--- src/design/ubin_pkg.sv ---
// shared constants, codes and types of the triangle binner
package ubin_pkg;

   // grid and store geometry
   localparam int GRID_MAX       = 64;
   localparam int POOL_BLOCKS    = 4096;
   localparam int MAX_CANDIDATES = 64;
   localparam int BLOCK_WORDS    = 8;
   localparam int BLOCK_SLOTS    = 7;
   localparam int HEAD_BLOCKS    = GRID_MAX * GRID_MAX;
   localparam int TOTAL_BLOCKS   = HEAD_BLOCKS + POOL_BLOCKS;
   localparam int STORE_DEPTH    = TOTAL_BLOCKS * BLOCK_WORDS;

   // widths
   localparam int GRID_W     = $clog2(GRID_MAX);
   localparam int WSEL_W     = $clog2(BLOCK_WORDS);
   localparam int BLK_W      = $clog2(TOTAL_BLOCKS);
   localparam int NFB_W      = $clog2(TOTAL_BLOCKS + 1);
   localparam int HEAD_W     = $clog2(HEAD_BLOCKS);
   localparam int ADDR_W     = BLK_W + WSEL_W;
   localparam int ID_W       = 20;
   localparam int WORD_W     = ID_W + 1;
   localparam int COORD_W    = 32;
   localparam int BND_W      = COORD_W + 2;
   localparam int DIFF_W     = BND_W + 1;
   localparam int UD_W       = BND_W;
   localparam int HALF_W     = 16;
   localparam int PROD_W     = UD_W + HALF_W;
   localparam int GC_W       = 7;
   localparam int IDX_W      = GC_W;
   localparam int MARGIN_W   = 31;
   localparam int NCAND_W    = $clog2(MAX_CANDIDATES + 1);
   localparam int CSR_IDX_W  = 3;
   localparam int CSR_DATA_W = 32;
   localparam int STATUS_W   = 2;

   // request opcodes
   localparam logic OPC_INSERT = 1'b0;
   localparam logic OPC_QUERY  = 1'b1;

   // result status codes
   typedef enum logic [STATUS_W-1:0] {
      STATUS_OK      = 2'd0,
      STATUS_DROPPED = 2'd1,
      STATUS_TRUNC   = 2'd2
   } status_type;

   // configuration register indexes
   typedef enum logic [CSR_IDX_W-1:0] {
      CSR_ORIGIN_X   = 3'd0,
      CSR_ORIGIN_Y   = 3'd1,
      CSR_CELL_SCALE = 3'd2,
      CSR_GRID_CELLS = 3'd3,
      CSR_BOX_MARGIN = 3'd4
   } csr_index_type;

   // datapath commands
   typedef enum logic [4:0] {
      OP_NONE,
      OP_CLEAR,
      OP_CAPTURE,
      OP_BOX,
      OP_SUB,
      OP_MLO,
      OP_MHI,
      OP_RANGE,
      OP_RD_HEAD,
      OP_APPEND,
      OP_WR_CNT,
      OP_WR_NEW0,
      OP_WR_NEW1,
      OP_NEXT_CELL,
      OP_Q_LATCH,
      OP_RD_ID,
      OP_EMIT,
      OP_TRUNC,
      OP_FOLLOW,
      OP_FINISH
   } dp_op_type;

   // controller states
   typedef enum logic [4:0] {
      ST_CLR,
      ST_IDLE,
      ST_BOX,
      ST_SUB,
      ST_MLO,
      ST_MHI,
      ST_RANGE,
      ST_DISPATCH,
      ST_A_RD,
      ST_A_W0,
      ST_A_WCNT,
      ST_A_L1,
      ST_A_L2,
      ST_NEXT,
      ST_Q_RD0,
      ST_Q_W0,
      ST_Q_CHK,
      ST_Q_ID,
      ST_FIN
   } ctrl_state_type;

   // datapath status toward the controller
   typedef struct packed {
      logic is_query;
      logic clr_last;
      logic ix_last;
      logic none;
      logic ap_link;
      logic ap_link_bad;
      logic ap_full;
      logic pool_empty;
      logic more_slots;
      logic n_full;
      logic link_ok;
      logic more_cells;
      logic pend_valid;
      logic out_free;
   } dp_status_type;

endpackage

--- src/design/ubin_ctrl.sv ---
// controller state machine of the triangle binner
module ubin_ctrl (
   input  logic                   clock,
   input  logic                   reset,
   input  logic                   req_valid,
   input  ubin_pkg::dp_status_type status,
   output ubin_pkg::dp_op_type    op,
   output logic                   busy
);
   import ubin_pkg::*;

   ctrl_state_type state_ff;
   ctrl_state_type state_in;

   // state register, clearing pass after reset
   always_ff @(posedge clock) begin
      if (reset) begin
         state_ff <= ST_CLR;
      end else begin
         state_ff <= state_in;
      end
   end

   // next state
   always_comb begin
      state_in = state_ff;
      unique case (state_ff)
         ST_CLR: begin
            if (status.clr_last) state_in = ST_IDLE;
         end
         ST_IDLE: begin
            if (req_valid) state_in = ST_BOX;
         end
         ST_BOX:  state_in = ST_SUB;
         ST_SUB:  state_in = ST_MLO;
         ST_MLO:  state_in = ST_MHI;
         ST_MHI:  state_in = status.ix_last ? ST_RANGE : ST_SUB;
         ST_RANGE: state_in = ST_DISPATCH;
         ST_DISPATCH: begin
            priority if (status.none) state_in = ST_FIN;
            else if (status.is_query) state_in = ST_Q_RD0;
            else state_in = ST_A_RD;
         end
         ST_A_RD: state_in = ST_A_W0;
         ST_A_W0: begin
            priority if (status.ap_link && !status.ap_link_bad) state_in = ST_A_RD;
            else if (status.ap_link) state_in = ST_NEXT;
            else if (!status.ap_full) state_in = ST_A_WCNT;
            else if (status.pool_empty) state_in = ST_NEXT;
            else state_in = ST_A_L1;
         end
         ST_A_WCNT: state_in = ST_NEXT;
         ST_A_L1:   state_in = ST_A_L2;
         ST_A_L2:   state_in = ST_NEXT;
         ST_NEXT:   state_in = status.more_cells ? ST_A_RD : ST_FIN;
         ST_Q_RD0:  state_in = ST_Q_W0;
         ST_Q_W0:   state_in = ST_Q_CHK;
         ST_Q_CHK: begin
            priority if (status.more_slots && status.n_full) state_in = ST_FIN;
            else if (status.more_slots) state_in = ST_Q_ID;
            else if (status.link_ok) state_in = ST_Q_RD0;
            else state_in = ST_FIN;
         end
         ST_Q_ID: begin
            if (!status.pend_valid || status.out_free) state_in = ST_Q_CHK;
         end
         ST_FIN: begin
            if (status.out_free) state_in = ST_IDLE;
         end
         default: state_in = ST_IDLE;
      endcase
   end

   // datapath commands
   always_comb begin
      op = OP_NONE;
      unique case (state_ff)
         ST_CLR:  op = OP_CLEAR;
         ST_IDLE: begin
            if (req_valid) op = OP_CAPTURE;
         end
         ST_BOX:      op = OP_BOX;
         ST_SUB:      op = OP_SUB;
         ST_MLO:      op = OP_MLO;
         ST_MHI:      op = OP_MHI;
         ST_RANGE:    op = OP_RANGE;
         ST_DISPATCH: op = OP_NONE;
         ST_A_RD:     op = OP_RD_HEAD;
         ST_A_W0:     op = OP_APPEND;
         ST_A_WCNT:   op = OP_WR_CNT;
         ST_A_L1:     op = OP_WR_NEW0;
         ST_A_L2:     op = OP_WR_NEW1;
         ST_NEXT: begin
            if (status.more_cells) op = OP_NEXT_CELL;
         end
         ST_Q_RD0: op = OP_RD_HEAD;
         ST_Q_W0:  op = OP_Q_LATCH;
         ST_Q_CHK: begin
            priority if (status.more_slots && status.n_full) op = OP_TRUNC;
            else if (status.more_slots) op = OP_RD_ID;
            else if (status.link_ok) op = OP_FOLLOW;
            else op = OP_NONE;
         end
         ST_Q_ID: begin
            if (!status.pend_valid || status.out_free) op = OP_EMIT;
         end
         ST_FIN: begin
            if (status.out_free) op = OP_FINISH;
         end
         default: op = OP_NONE;
      endcase
   end

   assign busy = (state_ff != ST_IDLE);

endmodule

--- config.mk ---
export PLATFORM = sky130hd
export DESIGN_NAME = ubin_ctrl
export DESIGN_NICKNAME = d
export VERILOG_FILES = /design/src/design/ubin_pkg.sv /design/src/design/ubin_ctrl.sv
export SDC_FILE = /design/constraint.sdc
export NUM_CORES = 1
export LEC_CHECK = 0
export BUFFER_PORTS_ARGS = -buffer_cell sky130_fd_sc_hd__buf_2
export CAP_MARGIN = 20
export CORE_MARGIN = 4
export CORE_UTILIZATION = 54
export DETAILED_ROUTE_END_ITERATION = 12
export MAX_ROUTING_LAYER = met4
export PLACE_DENSITY_LB_ADDON = 0.2
export SYNTH_ARGS = -nofsm -noshare
export SYNTH_HDL_FRONTEND = slang
export SYNTH_SLANG_ARGS = --single-unit
--- constraint.sdc ---
create_clock -name clock -period 3.2 [get_ports clock]
set_input_delay 0.48 -clock clock [delete_from_list [all_inputs] [get_ports clock]]
set_output_delay 0.48 -clock clock [all_outputs]
set_load 0.02 [all_outputs]
==> After elaboration in Yosys (flattened, before gate mapping) <==
Index checks and enable logic that the tools add are counted.
{ "word_totals": {"ff_bits": 5, "in_bits": 17, "out_inout_bits": 6, "wordCells": 57} }
{ "classes": {"n_eq_ne": 23, "mux": 24, "n_reduce_logical": 9} }
{ "op_table": {"columns": ["cell", "n"], "rows": [
  ["5-bit case mux with 18 select lines", 1],
  ["5-bit case mux with 17 select lines", 1],
  ["5-bit 2-to-1 mux", 14],
  ["5-bit by 4-bit equality test with 1-bit output, second input constant", 8],
  ["5-bit by 3-bit equality test with 1-bit output, second input constant", 4],
  ["3-bit 2-to-1 mux", 6],
  ["5-bit equality test, second input constant", 3],
  ["5-bit by 2-bit equality test with 1-bit output, second input constant", 2],
  ["2-bit != test, second input constant", 4],
  ["5-bit by 1-bit equality test with 1-bit output, second input constant", 1],
  ["5-bit logical NOT", 1],
  ["5-bit by 1-bit != test with 1-bit output, second input constant", 1],
  ["4-bit 2-to-1 mux", 1],
  ["4-bit AND reduction", 1],
  ["2-bit OR reduction", 2],
  ["1-bit logical AND", 2],
  ["1-bit logical NOT", 2],
  ["2-bit 2-to-1 mux", 1],
  ["1-bit logical OR", 1]
]} }

==> Logic depth before layout (Yosys ltp) <==
{ "depth": {"depth_word": 5, "depth_mapped": 6, "ltp_nobuf": 4} }

==> Least setup slack after synthesis <==
No wires, ideal clock.
{ "synth_timing": {"kind": "reg2out", "startpoint": "reg state_ff[1]", "endpoint": "out op[4]", "t_arrival_ns": 1.399, "required_ns": 2.720, "path_slack_ns": 1.321, "stages_incl_launch_ff": 7, "n_path_buf": 2, "cell_sequence": "dfxtp_1 buf_2 buf_4 nand2_1 nor2_1 a21oi_1 o32ai_1"} }
{ "synth_between": {"elab_chain_cells": 3, "word_cells_on_any_way": 20} }
{ "synth_rtl": {"columns": ["element", "line", "source"], "rows": [
  ["from (decl)", "ubin_ctrl.sv:12", "ctrl_state_type state_ff;"],
  ["from (signal assigned)", "ubin_ctrl.sv:20", "state_ff <= state_in;"],
  ["5-bit by 4-bit equality test with 1-bit output", "ubin_ctrl.sv:77", "unique case (state_ff)"],
  ["2-bit OR reduction (no line)", null, null],
  ["5-bit case mux with 17 select lines (*)", "ubin_ctrl.sv:77", null],
  ["to (decl)", "ubin_ctrl.sv:7", "output ubin_pkg::dp_op_type op,"]
]} }
Every way passes the cells marked *; elsewhere a longest branch is shown, timed or not.

==> Worst setup path after layout <==
{ "layout_timing": {"startpoint": "reg state_ff[0]", "endpoint": "out op[1]"} }
Same word-level chain as after synthesis.

==> reports/metrics.csv <==
metric,value,unit
n_antenna_cell,0,
cellPowerDensity,236.4,mW/mm^2
top_usage_layer,met2,
drt_pass1_iterations,4,
fmax,434.2,MHz
yosys.area_share.simple,0.4364,
cts_sinks,5,
synth_compound_area_frac,0.3253,
grt_pass1_vias,795,
grt_overflow,0,
place_congestion,0.8836,
cpPeakStageDelay,0.69,ns
rsz0062_at_grt,no,
top_regs,state_ff (5),
netlist.area_leader.share,0.1288,
syn-cell-area,777.0,um^2
yosysUniqueCellTypes,45,
holdCritPathClass,in -> reg,
core_area,0.001334,mm^2
drt_iter0_drc,62,
min_from,reset,
dp.cells,142,
post-cts-setup-buffer-count,0,
max-clock-path-buffers,2,
maxSlewViolCount,0,
period_share,0.7198,
std_cell_rows,13,
synthArstFlopShare,0,
largest_reg_flops,5,
holdPathStages,2,
wl_per_cell,14.45,um
via_per_inst,6.329,
synth_xor_area_frac,0.01127,
cts_root_buf,clkbuf_4,
drc,0,
drive_gt1_frac,0.2672,
met3_usage,0.04348,
p_leak,0.3363,nW
ir_drop,0.1693,mV
grtUsageMet2,0.3571,
r2r_start,state_ff[2],
startpoint_type,flop,
drv_cap,0,
rrSetupSlack,1.32,ns
ctsHoldBuffers,0,
min_to,state_ff[2],
relSlewSlack,0.5868,
path_cells,nor2b_1 -> a21oi_1 -> o22a_1 -> o2111ai_1 -> buf_2,
worstPathMaxFanout,21,
synth_adder_area_share,0,
nNetsFinal,149,
cts-buffers-inserted,3,
critPathTopFamily,flip-flops,
ys_seq_area_frac,0.1288,
cts.clk_slew.worst_paths,0.04,ns
tightest_slew,0.6190,ns
outcome,"finished, final reports clean",
setup_viol,0,
clock_latency,0.23,ns
dp_hpwl,1626,um
die-area,0.002110,mm^2
cts_resized,0,
crit_required,2.72,ns
synth_edf_count,0,
clock-skew-final,0.001332,ns
end_kind,output port,
yosysTopAreaCell,dfxtp_1,
yosys_most_used_dff,dfxtp_1,
grt_use_met1,0.3217,
synth_top_family_by_area,simple AND/OR/NAND/NOR gates,
grt_pass1_wl,3588,um
start_util,0.5826,
cts_tree,built,
synth_nets,131,
drt_wl_total,2110,um
critPathArrivalTime,1.82,ns
ys_ff_latch,5,
avgSynthCellArea,6.816,um^2
total_power,0.0002058,W
grt_start_max_net_pins,22,
track_usage,0.2390,
rr_endpoint,state_ff[1],
largest_register,state_ff,
die_h,45.93,um
die_x,45.93,um
cts_htree_levels,1,
netlist_top_cells_area,"dfxtp_1 13%, nand2b_1 7.2%, a21oi_1 7.1%",
io_pins,23,
port_buffers,22,
ant_nets,0,
critical_path_class,reg -> out,
fin_setup_tns,0,ns
synth_cells,114,
antenna_found_initial,0,
num_vias,924,
slowest_stage,dfxtp_1,
synthToLayoutAreaGrowth,12.08,%
yosys_warnings,0,
timing.final.hold_violations,0,
path_buf_inv,1,
period_minus_slack,2.303,ns
synth.area.mux_share,0,
stdcell_count,146,
reg2reg_depth,4,
startpoint,state_ff[0],
==> how the worst max path moves through the flow <==
stage                     endpoint  slack (ns)  cells after the start
after global routing         op[1]        0.76                      4
after global placement       op[1]        1.20                      5
after detailed placement     op[1]        1.17                      5
after floorplan              op[4]        1.32                      6
final                        op[1]        0.90                      5
after CTS                    op[1]        0.91                      5
==> metal layers <==
metal	routed length (um)	up-vias
li1	-	456
met3	174	2
met2	1019	45
met5	0	-
met1	901	421
met4	15	0
==> power breakdown <==
part	internal, W	switching (W)	total, W
registers	0.0000644	0.00000871	0.0000731
logic	0.0000303	0.0000338	0.0000641
clock network	0.0000469	0.0000217	0.0000686
==> kinds of logic (layout without fill, tap and decap cells) <==
| kind of cell | Yosys count | after routing |
|---|---|---|
| and+or+nand+nor | 58 | 58 |
| xor gates and xnor gates | 1 | 1 |
| buffers and inverters | 13 | 30 |
| AOI/OAI and AO/OA | 37 | 37 |
| DFF | 5 | 5 |
==> cell usage in the layout (no fill, tap or decap), types with 4 or more instances in the layout <==
| cell type | n |
|---|---|
| buf_2 | 22 |
| nand2_1 | 11 |
| a21oi_1 | 11 |
| nor2_1 | 10 |
| nand2b_1 | 9 |
| nor2b_1 | 5 |
| dfxtp_1 | 5 |
| inv_1 | 4 |
| o21ai_0 | 4 |
| nor3_1 | 4 |
| nand3b_1 | 4 |
==> cell type report <==
class,instances,area [um^2]
flip-flops and latches,5,100.1
fillers,130,462.9
clock buffers,4,26.28
repair buffers,22,110.1
multi-input cells,96,600.6
well taps,15,18.77
inverters,4,15.01
==> cell usage after synthesis, types with 3 or more instances <==
library cell,instances
nor2b_1,5
nand3b_1,4
buf_2,4
inv_1,4
o22ai_1,3
nand2_1,11
o21ai_0,4
nor2_1,10
dfxtp_1,5
nand2b_1,9
nor3_1,4
a21oi_1,11
nand3_1,3
==> per-stage QoR <==
step / utilization / cell area (um^2) / hold slack [ns] / setup WS (ns)
after floorplan: - / 777.0 / 0.5494 / 1.321
after global placement: 0.6332 / 844.6 / 0.7200 / 1.198
after detailed placement: 0.6332 / 844.6 / 0.7180 / 1.166
after CTS: 0.6529 / 870.8 / 0.4725 / 0.9116
after global routing: 0.6529 / 870.8 / 0.4915 / 0.7647
final: 0.6529 / 870.8 / 0.4873 / 0.8968
Power figures use the tool's default switching activity.
