<file path="config.mk">
export PLATFORM = sky130hd
export DESIGN_NAME = ubin_ram
export DESIGN_NICKNAME = d
export VERILOG_FILES = /design/src/design/ubin_ram.sv
export SDC_FILE = /design/constraint.sdc
export NUM_CORES = 1
export LEC_CHECK = 0
export ABC_AREA = 0
export BUFFER_PORTS_ARGS = -buffer_cell sky130_fd_sc_hd__buf_2
export CORE_UTILIZATION = 45
export DETAILED_ROUTE_END_ITERATION = 7
export PLACE_DENSITY = 0.62
export SYNTH_ARGS = -nofsm -noshare
export SYNTH_HDL_FRONTEND = slang
export SYNTH_SLANG_ARGS = --single-unit
</file>
<file path="constraint.sdc">
create_clock -name clock -period 2.3 [get_ports clock]
set_input_delay 0.46 -clock clock [delete_from_list [all_inputs] [get_ports clock]]
set_output_delay 0.46 -clock clock [all_outputs]
set_load 0.05 [all_outputs]
</file>
<file path="src/design/ubin_ram.sv">
// generic simple dual port ram with registered read
module ubin_ram #(
   parameter int WIDTH = 8,
   parameter int DEPTH = 16
) (
   input  logic                     clock,
   input  logic                     wr_en,
   input  logic [$clog2(DEPTH)-1:0] wr_addr,
   input  logic [WIDTH-1:0]         wr_data,
   input  logic                     rd_en,
   input  logic [$clog2(DEPTH)-1:0] rd_addr,
   output logic [WIDTH-1:0]         rd_data
);

   logic [WIDTH-1:0] mem_ff [DEPTH];
   logic [WIDTH-1:0] rd_data_ff;

   // write port
   always_ff @(posedge clock) begin
      if (wr_en) begin
         mem_ff[wr_addr] <= wr_data;
      end
   end

   // read port, data held until the next read
   always_ff @(posedge clock) begin
      if (rd_en) begin
         rd_data_ff <= mem_ff[rd_addr];
      end
   end

   assign rd_data = rd_data_ff;

endmodule

</file>
Word level (Yosys, flattened, before mapping) --
Memory sizes are Yosys's and may differ from the RTL's. A register that Yosys moved wholly into a read port is not among the register bits. Cells that the tools add are included.
Storage, ports and cells: flip-flop bits (word level) 0, RAM bits 128, bits of input ports 19, output and inout port bits 8, logic and storage cells 3, memories kept 1
Operators by class: muxes and demuxes 2
Memories:
- mem_ff | words 16, width 8, read ports 1, clocked after memory_dff 1, write ports 1, RTL line 15 | logic [WIDTH-1:0] mem_ff [DEPTH];
Operators with widths (number):
- $mux W1 | 2

Depth between registers and ports, before layout --
Gate-level depths: netlist of the first run.
word-level depth 2, depth in mapped cells 5

Least setup slack after synthesis of the first run --
Ideal clock, no wire load.
path type input -> register, start input port wr_addr[2], end memory mem_ff[0][0], enable pin, setup time 0.383 ns, arrival time 1.570 ns, required time 1.917 ns, path slack 0.347 ns, cell stages on the path 2, buffers on the path 0, cells stage by stage or3b_2 nor3_1
RTL lines:
- from (decl) | RTL line 8 | input logic [$clog2(DEPTH)-1:0] wr_addr,
- to (decl) | RTL line 15
Straight into the memory's write port.

==> results of run 1 <==
==> power by group <==
part | internal, mW | switching, mW
registers | 2.79 | 0.0140
logic | 0.114 | 0.182
clock network | 1.81 | 0.959
==> cell usage after synthesis, drive strengths merged <==
cell	count
nand2b	2
clkdlybuf4s25	3
nand3	1
a22oi	16
nor3	4
nor2	13
edfxtp	136
or3b	1
buf	7
nand3b	2
nor2b	1
and2b	1
nand2	9
mux4	32
and2	1
==> state kept, by name, indices dropped and copies added (netlist names) <==
name,flops
rd_data,8
mem_ff,128
==> cells by family after synthesis <==
logic type             count (synthesis)  synth area share
AND/OR/NAND/NOR                       35            0.0314
AO/OA/AOI/OAI                         16            0.0230
multiplexers                          32             0.148
flip-flops                           136             0.781
buffers and inverters                 10            0.0165
==> how the worst max path moves through the flow <==
stage          startpoint      endpoint  slack (ps)  cells after the start
4_1_cts        rd_addr[0]    rd_data[1]         680                      5
2_1_floorplan  wr_addr[2]  mem_ff[0][0]         350                      2
3_3_place_gp   rd_addr[0]    rd_data[1]         290                      5
5_1_grt        rd_addr[0]    rd_data[1]         670                      5
6_report       rd_addr[0]    rd_data[1]         690                      5
3_5_place_dp   rd_addr[0]    rd_data[1]         250                      5
==> through the flow <==
| stage | utilization | cell area, um^2 | setup WS (ps) |
|---|---|---|---|
| 6_report | 0.564 | 6250 | 694 |
| 5_1_grt | 0.564 | 6250 | 669 |
| 4_1_cts | 0.564 | 6250 | 681 |
| 3_5_place_dp | 0.509 | 5640 | 254 |
| 3_3_place_gp | 0.509 | 5640 | 291 |
| 2_1_floorplan | - | 5230 | 347 |
==> layer usage <==
metal	vias up	part of all wire	global-route usage
li1	1094	-	-
met1	1301	0.45	0.235
met2	70	0.50	0.274
met3	2	0.046	0.0545
met4	0	0.0042	0.0505
met5	-	0	0
==> area by class of cell <==
type | count | area share
Timing Repair Buffer | 47 | 0.0520
Tap cell | 140 | 0.0280
Sequential cell | 136 | 0.653
Clock buffer | 19 | 0.0692
Clock inverter | 13 | 0.0284
Multi-Input combinational cell | 83 | 0.169
==> critical path, stage by stage <==
cell and delay (ps):
buf_2 140, buf_12 210, mux4_1 570, a22oi_1 280, nand2_1 80
==> metrics, run 1 <==
WS Path Type in -> reg; Post-CTS Hold Buffers 0; core area 11100 um^2; CTS tree built; worst path required time between 2000 and 2500 ps; antenna cells 0; Setup Buffers After CTS 0; dpl cells 406; largest net degree at the start of global routing 25; drt pass-1 iters 4; Non-Filler Instances approximately 440; clk buf depth 2; Ys Warns 0; area leader, netlist edfxtp_1; Routed Antenna Nets 0; Vias/cell roughly 5.6; grt ovf 0; count of different cell masters after synthesis 18; Worst Hold End rd_data[7]; Fin Hold WS 431 ps; initial antenna violation count 0; Fillers 832; HPWL reported at the end of detailed placement 6190 um; crit end category register; top post-synthesis cells by area edfxtp_1 (78%), mux4_2 (7.8%), mux4_1 (7.0%), a22oi_1 (2.3%), nor2_1 (0.93%); clk_lat worst skew about 400 ps; Syn-to-layout area delta 19.6%; Slew Viols, Final 0; Final Hold Vio Count 0; initial core utilization 0.472; layout cells sized above 1 0.315; commonest non-fill, non-tap cell in the layout edfxtp_1; clk root buf clkbuf_16; DR vias 2467; R2R Path End rd_data[5]; Chip Height 110 um; Design Power 5.87 mW; final setup violation count 0; Leak 2.12 nW; DR DRC count 0; launch point of the worst reg-to-reg path mem_ff[1][5]; total track usage 0.174; drt total wl 9420 um; commonest cells after routing, fill and taps aside edfxtp_1 (136), buf_2 (26), mux4_2 (18), buf_4 (18), clkbuf_16 (17); outcome finished, final reports clean; sequential cell area 4080 um^2; Worst Setup Start Kind input port; synthesized flop and latch total around 140; clock sinks 136; fin crit share 0.698; num ports 27; worst hold start rd_en; RSZ-0062 raised after global routing no; R2R Setup Slk 820 ps; post-synth top area share 0.781; worst min-delay path class in -> reg; Reg clk slew, reported paths 60 ps; vias in the first global route 2482; DR WL/cell ~21 um; TritonCTS Buffers 17; nets@finish 304; FMAX a little over 600 MHz; worst rel slew slack 0.724; GPL Wtd Cong 0.687; port bufs 26; Worst Hold Depth 1; peak supply drop ~0.45 mV; worst r2r path cells 3; row cnt 38; number of DRC markers in iteration 0 between 100 and 150; pwr dens 939 nW/um^2; cts repair resizes 0; setup TNS 0 ps; Synth Instances ~230; Tmin final 1610 ps; worst slew pin tran 414 ps; Post-Syn Area 5230 um^2; synthesized net count 248; first-pass GRT wire length ~14000 um; clk_skew around 15 ps; Max FO, Critical Path 20; footprint of the multi-input gates 1060 um^2; Seq/Total Area, Yosys 0.781; H-Tree Depth 4; Arr. time, crit path 1750 ps; die area between 10000 and 15000 um^2; DIE WIDTH about 110 um; syn avg cell area 22.8 um^2; max-cap violation count 0
No activity file was read; power rests on OpenSTA's default activity.
==> run 2, diff against run 1 <==
- ABC_AREA: 0 -> 1
- PLACE_DENSITY: 0.62 -> 0.64
- clock period: 2.3 -> 1.45 ns (I/O delays scaled with it)
==> run 2 against run 1 <==
Against the previous run:
- sequential share of layout area is 5.8 points lower
- flip-flop and latch count stayed put
- critical path depth is 4 lower
- wire length is 40% higher
- register-to-register slack worse by 500 ps
- clock skew is 8.3 ps lower
- design area is 9.7% higher
- critical endpoint is now rd_data[3]
==> metrics, run 2 <==
total track usage 0.217 (+0.0433); worst rel slew slack 0.584 (-0.141); Routed Antenna Nets 0 (unchanged); Non-Filler Instances 786 (+79%); vias in the first global route 3728 (+50%); cts repair resizes 0 (unchanged); port bufs 26 (unchanged); fin crit share 0.956; max reg flops 128 (unchanged); crit end category primary output; worst min-delay path class in -> reg; drt pass-1 iters 4 (unchanged); antenna cells 0 (unchanged); DR WL/cell 16.7 um (-22%); drt total wl 13100 um (+40%); dpl cells 755 (+86%); grt ovf 0 (unchanged); CP peak stage delay 390 ps (-180 ps); post-synthesis mux area share 0 (-0.148); Synth Area in XOR/XNOR 0 (unchanged); Post-CTS Hold Buffers 0 (unchanged); clk root buf clkbuf_16; DR vias 3867 (+57%); Leak 2.97 nW (+40%); number of DRC markers in iteration 0 396 (+170%); Reg clk slew, reported paths 60 ps (about the same); Slew Viols, Final 0 (unchanged); synthesized flop and latch total 136 (unchanged); Seq/Total Area, Yosys 0.698 (-0.0828); nets@finish 621 (+100%); Post-Syn Area 5850 um^2 (+12%); DR DRC count 0 (unchanged); Syn-to-layout area delta 17.3%; worst slew pin tran 624 ps (+210 ps); Simple-Gate Fraction of Synth Area 0.208 (+0.176); row cnt 41 (+7.9%); top post-synthesis cells by area edfxtp_1 (70%), nand2_1 (11%), nand3_1 (8.3%), inv_1 (6.4%), buf_6 (1.2%); Setup Buffers After CTS 0 (unchanged); worst path required time 1160 ps (-1290 ps); initial antenna violation count 0 (unchanged); Top reg by flops mem_ff; largest net degree at the start of global routing 33 (+32%); WS Path Type reg -> out; Critical Path Start rd_data[3]; DIE WIDTH 116 um (+5.7%); area leader, netlist edfxtp_1; post-synth top area share 0.698 (-0.0828); Top FF cell, synth edfxtp_1; commonest cells after routing, fill and taps aside nand2_1 (173), edfxtp_1 (136), inv_1 (100), nand3_1 (97), buf_2 (26); synthesized net count 570 (+130%); clk_skew 6.89 ps (-8.34 ps); commonest non-fill, non-tap cell in the layout nand2_1; TritonCTS Buffers 17 (unchanged); Synth top cells by count nand2_1 (173), edfxtp_1 (136), inv_1 (100); slowest cell on the critical path edfxtp_1; final setup violation count 0 (unchanged); syn avg cell area 10.6 um^2 (-54%); clk buf depth 2 (unchanged); Worst Setup Start Kind register; outcome finished, final reports clean; CP top delay family flip-flops; num ports 27 (unchanged); Final Hold Vio Count 0 (unchanged); Arr. time, crit path 1100 ps (-650 ps); GPL Wtd Cong 0.811 (+18%); WP buf/inv 1 (-1); RSZ-0062 raised after global routing no; dpl ws -79.0 ps (-333 ps); final worst slack 63.2 ps (-631 ps); H-Tree Depth 4 (unchanged); Worst Hold Depth 1 (unchanged); number of cells on the critical path 1 (-4); die area 13500 um^2 (+12%); Ys Warns 0 (unchanged); EDFF count, synth 136 (unchanged); Vias/cell 4.92 (-13%); Fillers 1114 (+34%); Chip Height 116 um (+5.7%); first-pass GRT wire length 20400 um (+43%); Tmin final about 1400 ps; CP Cell Sequence buf_2; launch point of the worst reg-to-reg path mem_ff[12][0]; Synth Instances 551 (+140%); initial core utilization 0.463 (-0.00856); layout cells sized above 1 0.135 (-0.180); count of different cell masters after synthesis 11 (-7); top-count cell post-synth nand2_1; FMAX slightly above 700 MHz; CTS tree built; clk_lat worst skew 420 ps (+20 ps); Max FO, Critical Path 1 (-95%); pwr dens 1320 nW/um^2 (+41%); post-synthesis adder-cell area fraction 0 (unchanged); post-synthesis compound-gate area fraction 0 (-0.0230); max-cap violation count 0 (unchanged); clock sinks 136 (unchanged); Async S/R FF share, synth 0 (unchanged); peak supply drop 0.720 mV (+59%); HPWL reported at the end of detailed placement 8400 um (+36%); worst hold start rd_en; main combinational cell family by area after synthesis simple AND/OR/NAND/NOR gates; core area 12600 um^2 (+14%); worst r2r path cells 6 (+3)
## run 2: cell count changes in the layout (fill, tap and decap cells not counted), moves of 7 or more
cell,delta
nand2_1,+164
inv_1,+100
nand3_1,+96
mux4_2,-18
a22oi_1,-16
mux4_1,-14
buf_4,+7
## run 2: stage by stage
stage	hold WS, ps	cell area, um^2	util	total power, mW	TNS, ps
after floorplan	389	5850	-	4.91	0
after global placement	675	6310	0.500	5.16	-355
after detailed placement	678	6310	0.500	5.17	-449
after CTS	240	6860	0.543	9.10	0
after global routing	235	6860	0.543	9.31	0
final	249	6860	0.543	9.06	0
## run 2: worst reg2reg max path, stage by stage, from the launching register on
cell,delay (ps)
edfxtp_1,370
inv_1,60
nand2_1,50
nand3_1,80
nand3_1,120
nand3_1,130
nand2_1,60
## run 2: layer usage
metal / part of all wire / track usage / wire [um]
met5: 0 / 0 / 0
met4: 0.019 / 0.0983 / 247
met3: 0.053 / 0.0533 / 698
met2: 0.49 / 0.349 / 6390
met1: 0.44 / 0.281 / 5800
## run 2: final cells by class
cell class / instances / area [um^2] / share of cell area
inverter: 102 / 383 / 0.0558
multi-input combinational: 289 / 1210 / 0.177
clock inverter: 12 / 110 / 0.0161
timing repair buffer: 56 / 418 / 0.0609
tap: 172 / 215 / 0.0314
clock buffer: 19 / 433 / 0.0631
sequential: 136 / 4080 / 0.596
## run 2: where the power goes
group          total (mW)  internal (mW)  switching [mW]
clock network        3.97           2.47            1.50
registers            4.46           4.43          0.0296
logic               0.628          0.184           0.444
## run 2: path summary, 6_finish.rpt
path                end  slack [ps]
max          rd_data[3]          60
min          rd_data[5]         250
max reg2reg  rd_data[0]         320
min reg2reg  rd_data[7]         750
## run 2: logic make-up (layout without fill, tap and decap cells)
| kind of cell | Yosys count | in the layout |
|---|---|---|
| flops | 136 | 136 |
| buf+inv | 126 | 189 |
| simple gates | 289 | 289 |
==> run 3, diff against run 2 <==
- ABC_AREA: 1 -> 0
- CORE_MARGIN: not set -> 2
==> run 3 against run 2 <==
Against the previous run:
- die area fell by 7.1%
- flip-flop and latch count did not move
- critical path depth rose by 2
- largest cell class unchanged
==> metrics, run 3 (synthesis results as in run 1) <==
layout cells sized above 1 0.384 (+0.249); vias in the first global route 2565 (-31%); footprint of the multi-input gates 1050 um^2 (-14%); dpl cells 413 (-45%); worst slew pin tran 923 ps (+300 ps); Reg clk slew, reported paths 50 ps (about the same); Slew Viols, Final 0 (unchanged); num ports 27 (unchanged); Fillers 859 (-23%); die area 12500 um^2 (-7.1%); setup TNS 0 ps (unchanged); row cnt 39 (-4.9%); clock sinks 136 (unchanged); CP peak stage delay 470 ps (+80 ps); commonest cells after routing, fill and taps aside edfxtp_1 (136), mux4_2 (31), buf_2 (26), buf_4 (21), clkbuf_16 (17); Final Hold Vio Count 0 (unchanged); TritonCTS Buffers 17 (unchanged); worst rel slew slack 0.383 (-0.200); slowest cell on the critical path mux4_2; drt total wl 9640 um (-27%); Routed Antenna Nets 0 (unchanged); total track usage 0.172 (-0.0456); DR vias 2455 (-37%); Cell Area, Placed 5650 um^2 (-10%); Non-Filler Instances 445 (-43%); clk_skew 5.81 ps (-1.08 ps); Worst Setup Start Kind register; DIE WIDTH 112 um (-3.6%); CTS tree built; Post-CTS Hold Buffers 0 (unchanged); peak supply drop 0.724 mV (+0.52%); pwr dens 1400 nW/um^2 (+6.3%); initial antenna violation count 0 (unchanged); Arr. time, crit path 1580 ps (+480 ps); Leak 2.06 nW (-31%); commonest non-fill, non-tap cell in the layout edfxtp_1; H-Tree Depth 4 (unchanged); max-cap violation count 0 (unchanged); outcome finished, final reports clean; nets@finish 308 (-50%); clk buf depth 2 (unchanged); core area 11400 um^2 (-9.9%); CP Cell Sequence mux4_2, a22oi_1, nand2_1; drt pass-1 iters 4 (unchanged); sequential cell area 4080 um^2 (unchanged); initial core utilization 0.460 (-0.00354); grt ovf 0 (unchanged); Design Power 8.71 mW (-3.9%); port bufs 26 (unchanged); Tmin final 1420 ps (+36.0 ps); largest net degree at the start of global routing 19 (-42%); fin crit share 0.981 (+0.0248); Vias/cell 5.52 (+12%); DR DRC count 0 (unchanged); worst min-delay path class in -> reg; post-route design area 6200 um^2 (-9.6%); Max FO, Critical Path 1 (unchanged); DR WL/cell 21.7 um (+30%); GPL Wtd Cong 0.766 (-5.5%); crit end category register; number of DRC markers in iteration 0 211 (-47%); clk_lat worst skew 410 ps (about the same); antenna cells 0 (unchanged); RSZ-0062 raised after global routing no; final setup violation count 0 (unchanged); max reg flops 128 (unchanged); clk root buf clkbuf_16; first-pass GRT wire length 15300 um (-25%); HPWL reported at the end of detailed placement 6240 um (-26%); Chip Height 112 um (-3.6%); Syn-to-layout area delta 18.6%; Top reg by flops mem_ff; worst path required time 1600 ps (+440 ps); WS Path Type reg -> reg; FMAX 703 MHz (-2.5%)
-- run 3: cell type report --
class | count | area share
clock buffer | 20 | 0.0704
multi-input combinational | 83 | 0.169
sequential | 136 | 0.659
clock inverter | 12 | 0.0137
tap | 143 | 0.0289
timing repair buffer | 51 | 0.0593
-- run 3: what timing repair did --
action                     4_1_cts  5_1_grt
setup endpoints to repair        2        3
resized for setup                2        3
pin swaps                        0        0
buffers inserted                 0        0
-- run 3: metrics by stage --
step / worst slack [ps] / hold WS [ps] / utilization
5_1_grt: 2.24 / 250 / 0.545
3_5_place_dp: -380 / 685 / 0.497
4_1_cts: 2.12 / 250 / 0.544
2_1_floorplan: -106 / 389 / -
6_report: 27.3 / 259 / 0.545
3_3_place_gp: -403 / 680 / 0.497
-- run 3: per-layer routing --
layer  GRT usage  up-vias  routed length (um)
met3      0.0408       16                 501
met5           0        -                   0
met2       0.257       78                4830
met1       0.242     1274                4150
met4      0.0815        0                 161
li1            -     1087                   -
-- run 3: worst max-delay path: cells and delay by family (launching register included) --
family | cells | cell delay (ps)
mux | 1 | 470
simple gates | 1 | 70
compound gates | 1 | 260
flops | 1 | 370
-- run 3: final timing paths --
path	startpoint	endpoint	slack, ps	cells after the start
setup / recovery	mem_ff[11][1]	rd_data[1]	30	3
hold / removal	wr_data[6]	mem_ff[5][6]	260	1
setup reg to reg	mem_ff[11][1]	rd_data[1]	30	3
hold reg to reg	mem_ff[7][2]	rd_data[2]	750	3
-- run 3: where the power goes --
part	internal [mW]	switching (mW)
registers	4.43	0.0245
logic	0.199	0.298
clock network	2.31	1.45
total	6.94	1.77
