<file path="src/design/ubin_pkg.sv">
// shared constants, codes and types of the triangle binner
package ubin_pkg;

   // grid and store geometry
   localparam int GRID_MAX       = 64;
   localparam int POOL_BLOCKS    = 4096;
   localparam int MAX_CANDIDATES = 64;
   localparam int BLOCK_WORDS    = 8;
   localparam int BLOCK_SLOTS    = 7;
   localparam int HEAD_BLOCKS    = GRID_MAX * GRID_MAX;
   localparam int TOTAL_BLOCKS   = HEAD_BLOCKS + POOL_BLOCKS;
   localparam int STORE_DEPTH    = TOTAL_BLOCKS * BLOCK_WORDS;

   // widths
   localparam int GRID_W     = $clog2(GRID_MAX);
   localparam int WSEL_W     = $clog2(BLOCK_WORDS);
   localparam int BLK_W      = $clog2(TOTAL_BLOCKS);
   localparam int NFB_W      = $clog2(TOTAL_BLOCKS + 1);
   localparam int HEAD_W     = $clog2(HEAD_BLOCKS);
   localparam int ADDR_W     = BLK_W + WSEL_W;
   localparam int ID_W       = 20;
   localparam int WORD_W     = ID_W + 1;
   localparam int COORD_W    = 32;
   localparam int BND_W      = COORD_W + 2;
   localparam int DIFF_W     = BND_W + 1;
   localparam int UD_W       = BND_W;
   localparam int HALF_W     = 16;
   localparam int PROD_W     = UD_W + HALF_W;
   localparam int GC_W       = 7;
   localparam int IDX_W      = GC_W;
   localparam int MARGIN_W   = 31;
   localparam int NCAND_W    = $clog2(MAX_CANDIDATES + 1);
   localparam int CSR_IDX_W  = 3;
   localparam int CSR_DATA_W = 32;
   localparam int STATUS_W   = 2;

   // request opcodes
   localparam logic OPC_INSERT = 1'b0;
   localparam logic OPC_QUERY  = 1'b1;

   // result status codes
   typedef enum logic [STATUS_W-1:0] {
      STATUS_OK      = 2'd0,
      STATUS_DROPPED = 2'd1,
      STATUS_TRUNC   = 2'd2
   } status_type;

   // configuration register indexes
   typedef enum logic [CSR_IDX_W-1:0] {
      CSR_ORIGIN_X   = 3'd0,
      CSR_ORIGIN_Y   = 3'd1,
      CSR_CELL_SCALE = 3'd2,
      CSR_GRID_CELLS = 3'd3,
      CSR_BOX_MARGIN = 3'd4
   } csr_index_type;

   // datapath commands
   typedef enum logic [4:0] {
      OP_NONE,
      OP_CLEAR,
      OP_CAPTURE,
      OP_BOX,
      OP_SUB,
      OP_MLO,
      OP_MHI,
      OP_RANGE,
      OP_RD_HEAD,
      OP_APPEND,
      OP_WR_CNT,
      OP_WR_NEW0,
      OP_WR_NEW1,
      OP_NEXT_CELL,
      OP_Q_LATCH,
      OP_RD_ID,
      OP_EMIT,
      OP_TRUNC,
      OP_FOLLOW,
      OP_FINISH
   } dp_op_type;

   // controller states
   typedef enum logic [4:0] {
      ST_CLR,
      ST_IDLE,
      ST_BOX,
      ST_SUB,
      ST_MLO,
      ST_MHI,
      ST_RANGE,
      ST_DISPATCH,
      ST_A_RD,
      ST_A_W0,
      ST_A_WCNT,
      ST_A_L1,
      ST_A_L2,
      ST_NEXT,
      ST_Q_RD0,
      ST_Q_W0,
      ST_Q_CHK,
      ST_Q_ID,
      ST_FIN
   } ctrl_state_type;

   // datapath status toward the controller
   typedef struct packed {
      logic is_query;
      logic clr_last;
      logic ix_last;
      logic none;
      logic ap_link;
      logic ap_link_bad;
      logic ap_full;
      logic pool_empty;
      logic more_slots;
      logic n_full;
      logic link_ok;
      logic more_cells;
      logic pend_valid;
      logic out_free;
   } dp_status_type;

endpackage

</file>
<file path="src/design/ubin_dp.sv">
// datapath of the triangle binner: cell index unit, chain walker, result register
module ubin_dp (
   input  logic                             clock,
   input  logic                             reset,
   input  ubin_pkg::dp_op_type              op,
   output ubin_pkg::dp_status_type          status,
   input  logic                             csr_wr_en,
   input  logic [ubin_pkg::CSR_IDX_W-1:0]   csr_index,
   input  logic [ubin_pkg::CSR_DATA_W-1:0]  csr_wdata,
   input  logic                             req_opcode,
   input  logic [ubin_pkg::ID_W-1:0]        req_tri_id,
   input  logic signed [ubin_pkg::COORD_W-1:0] req_ax,
   input  logic signed [ubin_pkg::COORD_W-1:0] req_ay,
   input  logic signed [ubin_pkg::COORD_W-1:0] req_bx,
   input  logic signed [ubin_pkg::COORD_W-1:0] req_by_coord,
   input  logic signed [ubin_pkg::COORD_W-1:0] req_cx,
   input  logic signed [ubin_pkg::COORD_W-1:0] req_cy,
   input  logic                             rsp_stall,
   output logic                             rsp_valid,
   output logic [ubin_pkg::ID_W-1:0]        rsp_candidate_id,
   output logic                             rsp_has_candidate,
   output logic                             rsp_last_result,
   output logic [ubin_pkg::STATUS_W-1:0]    rsp_status,
   output logic                             ram_wr_en,
   output logic [ubin_pkg::ADDR_W-1:0]      ram_wr_addr,
   output logic [ubin_pkg::WORD_W-1:0]      ram_wr_data,
   output logic                             ram_rd_en,
   output logic [ubin_pkg::ADDR_W-1:0]      ram_rd_addr,
   input  logic [ubin_pkg::WORD_W-1:0]      ram_rd_data
);
   import ubin_pkg::*;

   function automatic logic signed [COORD_W-1:0] min3(input logic signed [COORD_W-1:0] a,
                                                      input logic signed [COORD_W-1:0] b,
                                                      input logic signed [COORD_W-1:0] c);
      logic signed [COORD_W-1:0] m;
      m = (a < b) ? a : b;
      return (m < c) ? m : c;
   endfunction

   function automatic logic signed [COORD_W-1:0] max3(input logic signed [COORD_W-1:0] a,
                                                      input logic signed [COORD_W-1:0] b,
                                                      input logic signed [COORD_W-1:0] c);
      logic signed [COORD_W-1:0] m;
      m = (a > b) ? a : b;
      return (m > c) ? m : c;
   endfunction

   // configuration
   logic signed [COORD_W-1:0] origin_x_ff, origin_y_ff;
   logic [CSR_DATA_W-1:0]     cell_scale_ff;
   logic [GC_W-1:0]           grid_cells_ff;
   logic [MARGIN_W-1:0]       box_margin_ff;

   // captured item
   logic                      is_query_ff;
   logic [ID_W-1:0]           id_ff;
   logic signed [COORD_W-1:0] ax_ff, ay_ff, bx_ff, by_ff, cx_ff, cy_ff;

   // index unit
   logic signed [BND_W-1:0]   bnd_ff [4];
   logic [1:0]                k_ix_ff;
   logic signed [DIFF_W-1:0]  d_ff;
   logic                      neg_ff;
   logic [PROD_W-1:0]         t_ff;
   logic [IDX_W-1:0]          idx_val_ff [4];
   logic                      idx_neg_ff [4];

   // cell walk
   logic [GRID_W-1:0]         i_ff, j_ff, jlo_ff, ihi_ff, jhi_ff;
   logic                      none_ff;
   logic [BLK_W-1:0]          blk_ff;
   logic [WORD_W-1:0]         w0_ff;
   logic [WSEL_W-1:0]         k_ff;
   logic [NFB_W-1:0]          nfb_ff;
   logic [HEAD_W-1:0]         clr_ff;
   logic                      pend_valid_ff;
   logic [ID_W-1:0]           pend_id_ff;
   logic [NCAND_W-1:0]        n_ff;
   logic                      trunc_ff;
   status_type                st_ff;

   // result register
   logic                      rsp_valid_ff;
   logic [ID_W-1:0]           rsp_id_ff;
   logic                      rsp_has_ff;
   logic                      rsp_last_ff;
   status_type                rsp_status_ff;

   // combinational terms
   logic signed [BND_W-1:0]   margin_ext;
   logic signed [COORD_W-1:0] xmin, xmax, ymin, ymax;
   logic signed [BND_W-1:0]   bnd_sel;
   logic signed [COORD_W-1:0] org_sel;
   logic signed [DIFF_W-1:0]  d_in;
   logic [PROD_W:0]           a_sum;
   logic [IDX_W-1:0]          idx_sat;
   logic [GC_W-1:0]           gc, gcm1;
   logic [IDX_W-1:0]          lo_x, hi_x, lo_y, hi_y;
   logic                      q_outside, i_empty;
   logic [WSEL_W-1:0]         cnt_q;
   logic                      ap_link, ap_link_bad, ap_full, pool_empty;
   logic                      out_free, rsp_load;
   logic [WSEL_W-1:0]         rd_word;

   // box widening and bounds
   assign margin_ext = $signed({{(BND_W-MARGIN_W){1'b0}}, box_margin_ff});
   assign xmin = min3(ax_ff, bx_ff, cx_ff);
   assign xmax = max3(ax_ff, bx_ff, cx_ff);
   assign ymin = min3(ay_ff, by_ff, cy_ff);
   assign ymax = max3(ay_ff, by_ff, cy_ff);

   // offset from origin
   assign bnd_sel = bnd_ff[k_ix_ff];
   assign org_sel = k_ix_ff[1] ? origin_y_ff : origin_x_ff;
   assign d_in    = {bnd_sel[BND_W-1], bnd_sel}
                  - {{(DIFF_W-COORD_W){org_sel[COORD_W-1]}}, org_sel};

   // high half product plus carried low half, saturated cell index
   assign a_sum   = (PROD_W+1)'(PROD_W'(d_ff[UD_W-1:0]) * PROD_W'(cell_scale_ff[CSR_DATA_W-1:HALF_W]))
                  + (PROD_W+1)'(t_ff[PROD_W-1:HALF_W]);
   assign idx_sat = (|a_sum[PROD_W:HALF_W+IDX_W]) ? {IDX_W{1'b1}} : a_sum[HALF_W+IDX_W-1:HALF_W];

   // clamping to the grid in use
   assign gc        = (grid_cells_ff > GC_W'(GRID_MAX)) ? GC_W'(GRID_MAX) : grid_cells_ff;
   assign gcm1      = gc - GC_W'(1);
   assign lo_x      = idx_neg_ff[0] ? '0 : idx_val_ff[0];
   assign hi_x      = (idx_val_ff[1] > gcm1) ? gcm1 : idx_val_ff[1];
   assign lo_y      = idx_neg_ff[2] ? '0 : idx_val_ff[2];
   assign hi_y      = (idx_val_ff[3] > gcm1) ? gcm1 : idx_val_ff[3];
   assign q_outside = (gc == '0) || idx_neg_ff[0] || idx_neg_ff[2]
                    || (idx_val_ff[0] >= gc) || (idx_val_ff[2] >= gc);
   assign i_empty   = (gc == '0) || idx_neg_ff[1] || idx_neg_ff[3]
                    || (lo_x > hi_x) || (lo_y > hi_y);

   // block header decode
   assign ap_link     = ram_rd_data[ID_W];
   assign ap_link_bad = ram_rd_data[ID_W-1:0] >= ID_W'(TOTAL_BLOCKS);
   assign ap_full     = ram_rd_data[WSEL_W-1:0] == WSEL_W'(BLOCK_SLOTS);
   assign pool_empty  = nfb_ff >= NFB_W'(TOTAL_BLOCKS);
   assign cnt_q       = w0_ff[ID_W] ? WSEL_W'(BLOCK_SLOTS) : w0_ff[WSEL_W-1:0];
   assign rd_word     = k_ff + WSEL_W'(1);

   assign out_free = !rsp_valid_ff || !rsp_stall;
   assign rsp_load = ((op == OP_EMIT) && pend_valid_ff) || (op == OP_FINISH);

   // status toward the controller
   always_comb begin
      status.is_query    = is_query_ff;
      status.clr_last    = clr_ff == HEAD_W'(HEAD_BLOCKS - 1);
      status.ix_last     = k_ix_ff == 2'd3;
      status.none        = none_ff;
      status.ap_link     = ap_link;
      status.ap_link_bad = ap_link_bad;
      status.ap_full     = ap_full;
      status.pool_empty  = pool_empty;
      status.more_slots  = k_ff < cnt_q;
      status.n_full      = n_ff == NCAND_W'(MAX_CANDIDATES);
      status.link_ok     = w0_ff[ID_W] && (w0_ff[ID_W-1:0] < ID_W'(TOTAL_BLOCKS));
      status.more_cells  = (j_ff < jhi_ff) || (i_ff < ihi_ff);
      status.pend_valid  = pend_valid_ff;
      status.out_free    = out_free;
   end

   // store read port
   assign ram_rd_en   = (op == OP_RD_HEAD) || (op == OP_RD_ID);
   assign ram_rd_addr = (op == OP_RD_ID) ? {blk_ff, rd_word} : {blk_ff, WSEL_W'(0)};

   // store write port
   always_comb begin
      ram_wr_en   = 1'b0;
      ram_wr_addr = {blk_ff, WSEL_W'(0)};
      ram_wr_data = '0;
      unique case (op)
         OP_CLEAR: begin
            ram_wr_en   = 1'b1;
            ram_wr_addr = {BLK_W'(clr_ff), WSEL_W'(0)};
         end
         OP_APPEND: begin
            if (!ap_link && !ap_full) begin
               ram_wr_en   = 1'b1;
               ram_wr_addr = {blk_ff, ram_rd_data[WSEL_W-1:0] + WSEL_W'(1)};
               ram_wr_data = WORD_W'(id_ff);
            end else if (!ap_link && !pool_empty) begin
               ram_wr_en   = 1'b1;
               ram_wr_data = {1'b1, ID_W'(nfb_ff)};
            end
         end
         OP_WR_CNT: begin
            ram_wr_en   = 1'b1;
            ram_wr_data = WORD_W'(w0_ff[WSEL_W-1:0] + WSEL_W'(1));
         end
         OP_WR_NEW0: begin
            ram_wr_en   = 1'b1;
            ram_wr_addr = {nfb_ff[BLK_W-1:0], WSEL_W'(0)};
            ram_wr_data = WORD_W'(1);
         end
         OP_WR_NEW1: begin
            ram_wr_en   = 1'b1;
            ram_wr_addr = {nfb_ff[BLK_W-1:0], WSEL_W'(1)};
            ram_wr_data = WORD_W'(id_ff);
         end
         default: ram_wr_en = 1'b0;
      endcase
   end

   // control registers and configuration
   always_ff @(posedge clock) begin
      if (reset) begin
         origin_x_ff   <= '0;
         origin_y_ff   <= '0;
         cell_scale_ff <= CSR_DATA_W'(65536);
         grid_cells_ff <= GC_W'(1);
         box_margin_ff <= '0;
         clr_ff        <= '0;
         nfb_ff        <= NFB_W'(HEAD_BLOCKS);
         pend_valid_ff <= 1'b0;
         rsp_valid_ff  <= 1'b0;
      end else begin
         if (csr_wr_en) begin
            unique case (csr_index)
               CSR_ORIGIN_X:   origin_x_ff   <= $signed(csr_wdata);
               CSR_ORIGIN_Y:   origin_y_ff   <= $signed(csr_wdata);
               CSR_CELL_SCALE: cell_scale_ff <= csr_wdata;
               CSR_GRID_CELLS: grid_cells_ff <= csr_wdata[GC_W-1:0];
               CSR_BOX_MARGIN: box_margin_ff <= csr_wdata[MARGIN_W-1:0];
               default: ;
            endcase
         end
         if (op == OP_CLEAR) clr_ff <= clr_ff + HEAD_W'(1);
         if (op == OP_WR_NEW1) nfb_ff <= nfb_ff + NFB_W'(1);
         if (op == OP_EMIT) pend_valid_ff <= 1'b1;
         else if (op == OP_FINISH) pend_valid_ff <= 1'b0;
         if (rsp_load) rsp_valid_ff <= 1'b1;
         else if (rsp_valid_ff && !rsp_stall) rsp_valid_ff <= 1'b0;
      end
   end

   // payload registers
   always_ff @(posedge clock) begin
      unique case (op)
         OP_CAPTURE: begin
            is_query_ff <= req_opcode;
            id_ff       <= req_tri_id;
            ax_ff       <= req_ax;
            ay_ff       <= req_ay;
            bx_ff       <= req_bx;
            by_ff       <= req_by_coord;
            cx_ff       <= req_cx;
            cy_ff       <= req_cy;
            k_ix_ff     <= '0;
            n_ff        <= '0;
            trunc_ff    <= 1'b0;
            st_ff       <= STATUS_OK;
         end
         OP_BOX: begin
            if (is_query_ff) begin
               bnd_ff[0] <= {{(BND_W-COORD_W){ax_ff[COORD_W-1]}}, ax_ff};
               bnd_ff[1] <= {{(BND_W-COORD_W){ax_ff[COORD_W-1]}}, ax_ff};
               bnd_ff[2] <= {{(BND_W-COORD_W){ay_ff[COORD_W-1]}}, ay_ff};
               bnd_ff[3] <= {{(BND_W-COORD_W){ay_ff[COORD_W-1]}}, ay_ff};
            end else begin
               bnd_ff[0] <= {{(BND_W-COORD_W){xmin[COORD_W-1]}}, xmin} - margin_ext;
               bnd_ff[1] <= {{(BND_W-COORD_W){xmax[COORD_W-1]}}, xmax} + margin_ext;
               bnd_ff[2] <= {{(BND_W-COORD_W){ymin[COORD_W-1]}}, ymin} - margin_ext;
               bnd_ff[3] <= {{(BND_W-COORD_W){ymax[COORD_W-1]}}, ymax} + margin_ext;
            end
         end
         OP_SUB: begin
            d_ff   <= d_in;
            neg_ff <= d_in[DIFF_W-1] && (cell_scale_ff != '0);
         end
         OP_MLO: begin
            t_ff <= PROD_W'(d_ff[UD_W-1:0]) * PROD_W'(cell_scale_ff[HALF_W-1:0]);
         end
         OP_MHI: begin
            idx_val_ff[k_ix_ff] <= d_ff[DIFF_W-1] ? '0 : idx_sat;
            idx_neg_ff[k_ix_ff] <= neg_ff;
            k_ix_ff             <= k_ix_ff + 2'd1;
         end
         OP_RANGE: begin
            none_ff <= is_query_ff ? q_outside : i_empty;
            if (is_query_ff) begin
               i_ff   <= idx_val_ff[0][GRID_W-1:0];
               j_ff   <= idx_val_ff[2][GRID_W-1:0];
               blk_ff <= {{(BLK_W-2*GRID_W){1'b0}}, idx_val_ff[0][GRID_W-1:0],
                          idx_val_ff[2][GRID_W-1:0]};
            end else begin
               i_ff   <= lo_x[GRID_W-1:0];
               j_ff   <= lo_y[GRID_W-1:0];
               blk_ff <= {{(BLK_W-2*GRID_W){1'b0}}, lo_x[GRID_W-1:0], lo_y[GRID_W-1:0]};
            end
            jlo_ff <= lo_y[GRID_W-1:0];
            ihi_ff <= hi_x[GRID_W-1:0];
            jhi_ff <= hi_y[GRID_W-1:0];
         end
         OP_APPEND: begin
            w0_ff <= ram_rd_data;
            if (ap_link && !ap_link_bad) blk_ff <= ram_rd_data[BLK_W-1:0];
            if ((ap_link && ap_link_bad) || (!ap_link && ap_full && pool_empty)) begin
               st_ff <= STATUS_DROPPED;
            end
         end
         OP_NEXT_CELL: begin
            if (j_ff < jhi_ff) begin
               j_ff   <= j_ff + GRID_W'(1);
               blk_ff <= {{(BLK_W-2*GRID_W){1'b0}}, i_ff, j_ff + GRID_W'(1)};
            end else begin
               i_ff   <= i_ff + GRID_W'(1);
               j_ff   <= jlo_ff;
               blk_ff <= {{(BLK_W-2*GRID_W){1'b0}}, i_ff + GRID_W'(1), jlo_ff};
            end
         end
         OP_Q_LATCH: begin
            w0_ff <= ram_rd_data;
            k_ff  <= '0;
         end
         OP_EMIT: begin
            pend_id_ff <= ram_rd_data[ID_W-1:0];
            n_ff       <= n_ff + NCAND_W'(1);
            k_ff       <= k_ff + WSEL_W'(1);
         end
         OP_TRUNC:  trunc_ff <= 1'b1;
         OP_FOLLOW: blk_ff   <= w0_ff[BLK_W-1:0];
         default: ;
      endcase

      // result register load
      if (op == OP_EMIT && pend_valid_ff) begin
         rsp_id_ff     <= pend_id_ff;
         rsp_has_ff    <= 1'b1;
         rsp_last_ff   <= 1'b0;
         rsp_status_ff <= STATUS_OK;
      end else if (op == OP_FINISH) begin
         rsp_id_ff     <= pend_valid_ff ? pend_id_ff : '0;
         rsp_has_ff    <= pend_valid_ff;
         rsp_last_ff   <= 1'b1;
         rsp_status_ff <= pend_valid_ff ? (trunc_ff ? STATUS_TRUNC : STATUS_OK) : st_ff;
      end
   end

   assign rsp_valid         = rsp_valid_ff;
   assign rsp_candidate_id  = rsp_id_ff;
   assign rsp_has_candidate = rsp_has_ff;
   assign rsp_last_result   = rsp_last_ff;
   assign rsp_status        = rsp_status_ff;

   // checks
   a_cand_bound: assert property (@(posedge clock) disable iff (reset)
      pend_valid_ff |-> (n_ff <= NCAND_W'(MAX_CANDIDATES)))
      else $error("candidate count beyond limit");

   a_pool_range: assert property (@(posedge clock) disable iff (reset)
      (nfb_ff >= NFB_W'(HEAD_BLOCKS)) && (nfb_ff <= NFB_W'(TOTAL_BLOCKS)))
      else $error("free block pointer out of pool");

   a_pend_query: assert property (@(posedge clock) disable iff (reset)
      pend_valid_ff |-> is_query_ff)
      else $error("pending candidate during insert");

   a_cand_status: assert property (@(posedge clock) disable iff (reset)
      (rsp_valid_ff && rsp_has_ff) |-> (rsp_status_ff != STATUS_DROPPED))
      else $error("candidate carries drop status");

   a_mid_status: assert property (@(posedge clock) disable iff (reset)
      (rsp_valid_ff && !rsp_last_ff) |-> (rsp_status_ff == STATUS_OK))
      else $error("non-final result carries status");

endmodule

</file>
<file path="config.mk">
export PLATFORM = sky130hd
export DESIGN_NAME = ubin_dp
export DESIGN_NICKNAME = d
export VERILOG_FILES = /design/src/design/ubin_pkg.sv /design/src/design/ubin_dp.sv
export SDC_FILE = /design/constraint.sdc
export NUM_CORES = 2
export LEC_CHECK = 0
export BUFFER_PORTS_ARGS = -buffer_cell sky130_fd_sc_hd__clkbuf_2
export CAP_MARGIN = 10
export CELL_PAD_IN_SITES_DETAIL_PLACEMENT = 1
export CELL_PAD_IN_SITES_GLOBAL_PLACEMENT = 1
export CORE_ASPECT_RATIO = 0.5
export CORE_UTILIZATION = 50
export CTS_BUF_LIST = sky130_fd_sc_hd__clkbuf_16
export CTS_CLUSTER_DIAMETER = 30
export DETAILED_ROUTE_END_ITERATION = 16
export HOLD_SLACK_MARGIN = 0.08
export PLACE_DENSITY = 0.94
export SLEW_MARGIN = 10
export SYNTH_ARGS = -nofsm -noshare
export SYNTH_HDL_FRONTEND = slang
export SYNTH_SLANG_ARGS = --single-unit
</file>
<file path="constraint.sdc">
create_clock -name clock -period 12.1 [get_ports clock]
set_clock_uncertainty 0.15 [all_clocks]
set_input_delay 0.605 -clock clock [delete_from_list [all_inputs] [get_ports clock]]
set_output_delay 0.605 -clock clock [all_outputs]
set_load 0.005 [all_outputs]
</file>
==> flow_summary.toml, run 1 <==
[status]
outcome = "stopped before the end"
failed_stage = "global routing (5_1_grt)"
error = "[ERROR GRT-0232] Routing congestion too high. Check the congestion heatmap in the GUI."

[yosys]
synth_common_cells = "nand2_1, inv_1, fa_1, ha_1, edfxtp_1"
syn_inst = 8177
yosysWarnings = 0
netlist_area_mm2 = 0.0780
synth_top_area_cell = "fa_1"
syn-num-nets = 10000
yosys_register_bits = 734
synth_seq_area_share_pct = 26.1
synth-edff-count = 566
yosysTopAreaCellShare_pct = 23.9
avgSynthCellArea_um2 = 9.53
yosysMostFrequentCell = "nand2_1"
synth_ff_type = "edfxtp_1"
synth.distinct_cells = 87
synth_area_leaders = "fa_1, edfxtp_1, ha_1"
async_flop_share_pct = 0

[clock_tree]
postCtsSetupRepairBufs = 0
cts_buffers = 117
clk_path_buf_depth = 3
htree_levels = 3
cts_resized = 0
cts.sink_count = 734
clock_tree.root_cell = "clkbuf_16"

[timing]
worstEpCategory = "register data pin"
grt-worst-endpoint = "bnd_ff[1][29]$_DFFE_PP_/D"

[placement]
dp_hpwl_um = 224000
place.detailed.instances = 10300
gp_congestion = 1.01
port_buffers = 371

[die]
chipHeight_um = 281
rows = 102
num_io_pins = 372
die_x_um = 560
start_util_pct = 50.4

[global_routing]
grt_max_degree = 183
antenna_found_initial = 111
track_usage_pct = 65.1
overflow = 60
## through the flow
step	hold slack [ns]	worst slack (ns)	instance area (µm²)	util, %
CTS	0.0845	1.58	88500	57.2
detailed placement	0.300	1.87	81800	52.8
global placement	0.282	2.15	81800	52.8
floorplan	0.283	1.09	78000	-
## cell families after synthesis
family          after synthesis  synth area share (%)
flops                       734                  26.1
mux                         217                  3.52
simple gates               2552                  15.6
buf+inv                    1574                  7.63
xor+xnor                    211                  2.37
fa+ha+maj                  1593                  34.5
compound gates             1296                  10.3
## routing by layer
layer,track usage [%],GRT overflow
met5,40.2,0
met2,79.6,31
met4,61.0,23
met1,63.1,1
met3,55.4,5
## timing repair
action                                 in CTS
hold buffers                              264
setup endpoints to repair                   0
endpoints found under the hold margin     330
==> run 2: changes to the inputs <==
- CELL_PAD_IN_SITES_DETAIL_PLACEMENT: 1 -> not set
- CELL_PAD_IN_SITES_GLOBAL_PLACEMENT: 1 -> not set
- CORE_ASPECT_RATIO: 0.5 -> not set
- CORE_UTILIZATION: 50 -> 40
- CTS_BUF_LIST: sky130_fd_sc_hd__clkbuf_16 -> not set
- CTS_CLUSTER_DIAMETER: 30 -> not set
- HOLD_SLACK_MARGIN: 0.08 -> not set
- PLACE_DENSITY: 0.94 -> not set
- PLACE_DENSITY_LB_ADDON: not set -> 0.15
==> run 2 against run 1 <==
The flow now finishes without violations. Synthesized cell count is the same. Area after synthesis is the same.
==> flow_summary.toml, run 2 <==
[status]
outcome = "finished clean"

[yosys]
yosysWarnings = 0
synth_ff_type = "edfxtp_1"
yosysMostFrequentCell = "nand2_1"
synth_area_leaders = "fa_1, edfxtp_1, ha_1"
yosysTopAreaCellShare_pct = 23.9
synth_seq_area_share_pct = 26.1
async_flop_share_pct = 0
synth.distinct_cells = 87
synth_top_area_cell = "fa_1"
synth_common_cells = "nand2_1, inv_1, fa_1, ha_1, edfxtp_1"
syn_inst = 8177
netlist_area_mm2 = 0.0780
avgSynthCellArea_um2 = 9.53
synth-edff-count = 566
yosys_register_bits = 734
syn-num-nets = 10000

[run]
drv_cap = 0

[die]
num_io_pins = 372
chipHeight_um = 443
die_x_um = 443
rows = 161
core_area_mm2 = 0.193
start_util_pct = 40.4
die_area_mm2 = 0.197

[power]
vdd_drop_max_v = 0.0000967
p_per_area_mw_per_mm2 = 83.5
total_leakage_power_nw = 36.8

[cells_and_area]
nFillCells = 18500
area_delta_synth_final_pct = 12.7
layout.nets = 10500
mostFrequentLayoutCells = "nand2_1, inv_1, fa_1"
fin_cells = 11200
design_area_mm2 = 0.0879
largestRegisters = "bnd_ff: 132 flops, d_ff: 35 flops, t_ff: 34 flops"
multi_input_area_mm2 = 0.0518
top_register = "bnd_ff"
largest_reg_flops = 132
regArea_mm2 = 0.0204
final_common_cell = "nand2_1"
fin_util_pct = 45.5
drive_gt1_share_pct = 9.67

[route]
remaining_drc_errors = 0
ant_nets = 0
maxUsedRoutingLayer = "met5"
avgRoutedWirePerCell_um = 23.2
wl_met2_um = 127000
met3_length_um = 12500
vias_per_cell = 5.40
drt_first_pass_iters = 8
vias = 60600
first_iter_violations = 4453
drt-total-wl_um = 260000
drt-met1-wl_um = 108000

[worst_setup_path]
cp-start-kind = "flop"
cp_num_buf_inv = 2
worstPathMaxFanout = 60
arrival_ns = 10.39
end_kind = "flop"
path_delay_family = "compound AO/OA/AOI/OAI gates"
slowest_delay_ns = 0.74
path_class = "reg2reg"
cp_data_required_time_ns = 12.41
slowest_stage = "nor4_1"

[clock_tree]
cts_buffers = 88
htree_levels = 3
tritoncts = "built"
cts_resized = 0
clk_latency_ns = 0.70
cts.sink_count = 734
hold_buffers = 234
clock_tree.root_cell = "clkbuf_16"
path_clk_slew_ns = 0.06
clk_path_buf_depth = 3
postCtsSetupRepairBufs = 0

[timing]
timing.final.crit_period_ns = 10.08
tns_ns = 0
rsz0062_at_grt = "false"
fmax_mhz = 99.2
whs_ns = 0.0400
worst_pin_slew_ns = 1.20
final_max_slew_viol_count = 0
slew_headroom_pct = 19.5
hold_viol = 0
finalCritPeriodShare_pct = 83.3
setup_violations = 0

[placement]
dp_hpwl_um = 201000
place.detailed.instances = 10800
gp_congestion = 0.965
port_buffers = 371
postPlaceCellArea_mm2 = 0.0825

[global_routing]
grt_pass1_wl_um = 391000
grt_max_degree = 156
grt_pass1_vias = 62400
track_usage_pct = 26.3
overflow = 0
antenna_found_initial = 29

[worst_hold_path]
hp-class = "in2reg"
run 2: area by class of cell:
class / instances / area share (%)
Inverter: 1187 / 5.07
Clock buffer: 106 / 2.65
Timing Repair Buffer: 725 / 5.84
Clock inverter: 57 / 0.743
Sequential cell: 734 / 23.2
Multi-Input combinational cell: 5869 / 58.9
Tap cell: 2526 / 3.60
Antenna cell: 10 / 0.0285
run 2: through the flow:
step                      power, W  worst slack [ns]
after floorplan            0.00398              1.09
after global placement     0.00452              2.45
after detailed placement   0.00453              2.30
after CTS                  0.00738              2.24
after global routing       0.00767              1.49
final                      0.00734              2.02
run 2: per-layer routing:
metal / up-vias / global-route usage (%)
met5: - / 0
met4: 4 / 11.8
met3: 454 / 2.58
met2: 1811 / 45.0
met1: 30500 / 33.5
li1: 27800 / -
run 2: worst paths after layout:
path	from	to	slack (ns)	cells after the start
max reg2reg	ax_ff[15]	bnd_ff[0][30]	2.02	32
max	ax_ff[15]	bnd_ff[0][30]	2.02	32
min reg2reg	origin_x_ff[26]	origin_x_ff[26]	0.30	2
min	csr_wdata[31]	cell_scale_ff[31]	0.04	3
run 2: report_power, final:
| group | switching [W] | internal (W) |
|---|---|---|
| clock network | 0.00118 | 0.00160 |
| logic | 0.00107 | 0.000698 |
| registers | 0.0000317 | 0.00275 |
run 2: worst register-to-register path: cells and delay by family, from the launching register on:
kind | cells | cell delay [ns]
adders and majority gates | 3 | 1.09
buffers and inverters | 2 | 0.93
AOI/OAI and AO/OA | 18 | 4.62
DFF | 1 | 0.44
xor gates and xnor gates | 1 | 0.18
muxes | 2 | 0.55
and+or+nand+nor | 6 | 1.87
run 2: kinds of logic (layout without fill, tap and decap cells):
logic type               Yosys count  after routing  share of synthesized area [%]
other                              0             10                              0
buffers and inverters           1574           2075                           7.63
multiplexers                     217            217                           3.52
flip-flops                       734            734                           26.1
AO/OA/AOI/OAI                   1296           1296                           10.3
AND/OR/NAND/NOR                 2552           2552                           15.6
adder cells (fa/ha/maj)         1593           1593                           34.5
XOR/XNOR                         211            211                           2.37
Power figures use the tool's default switching activity.
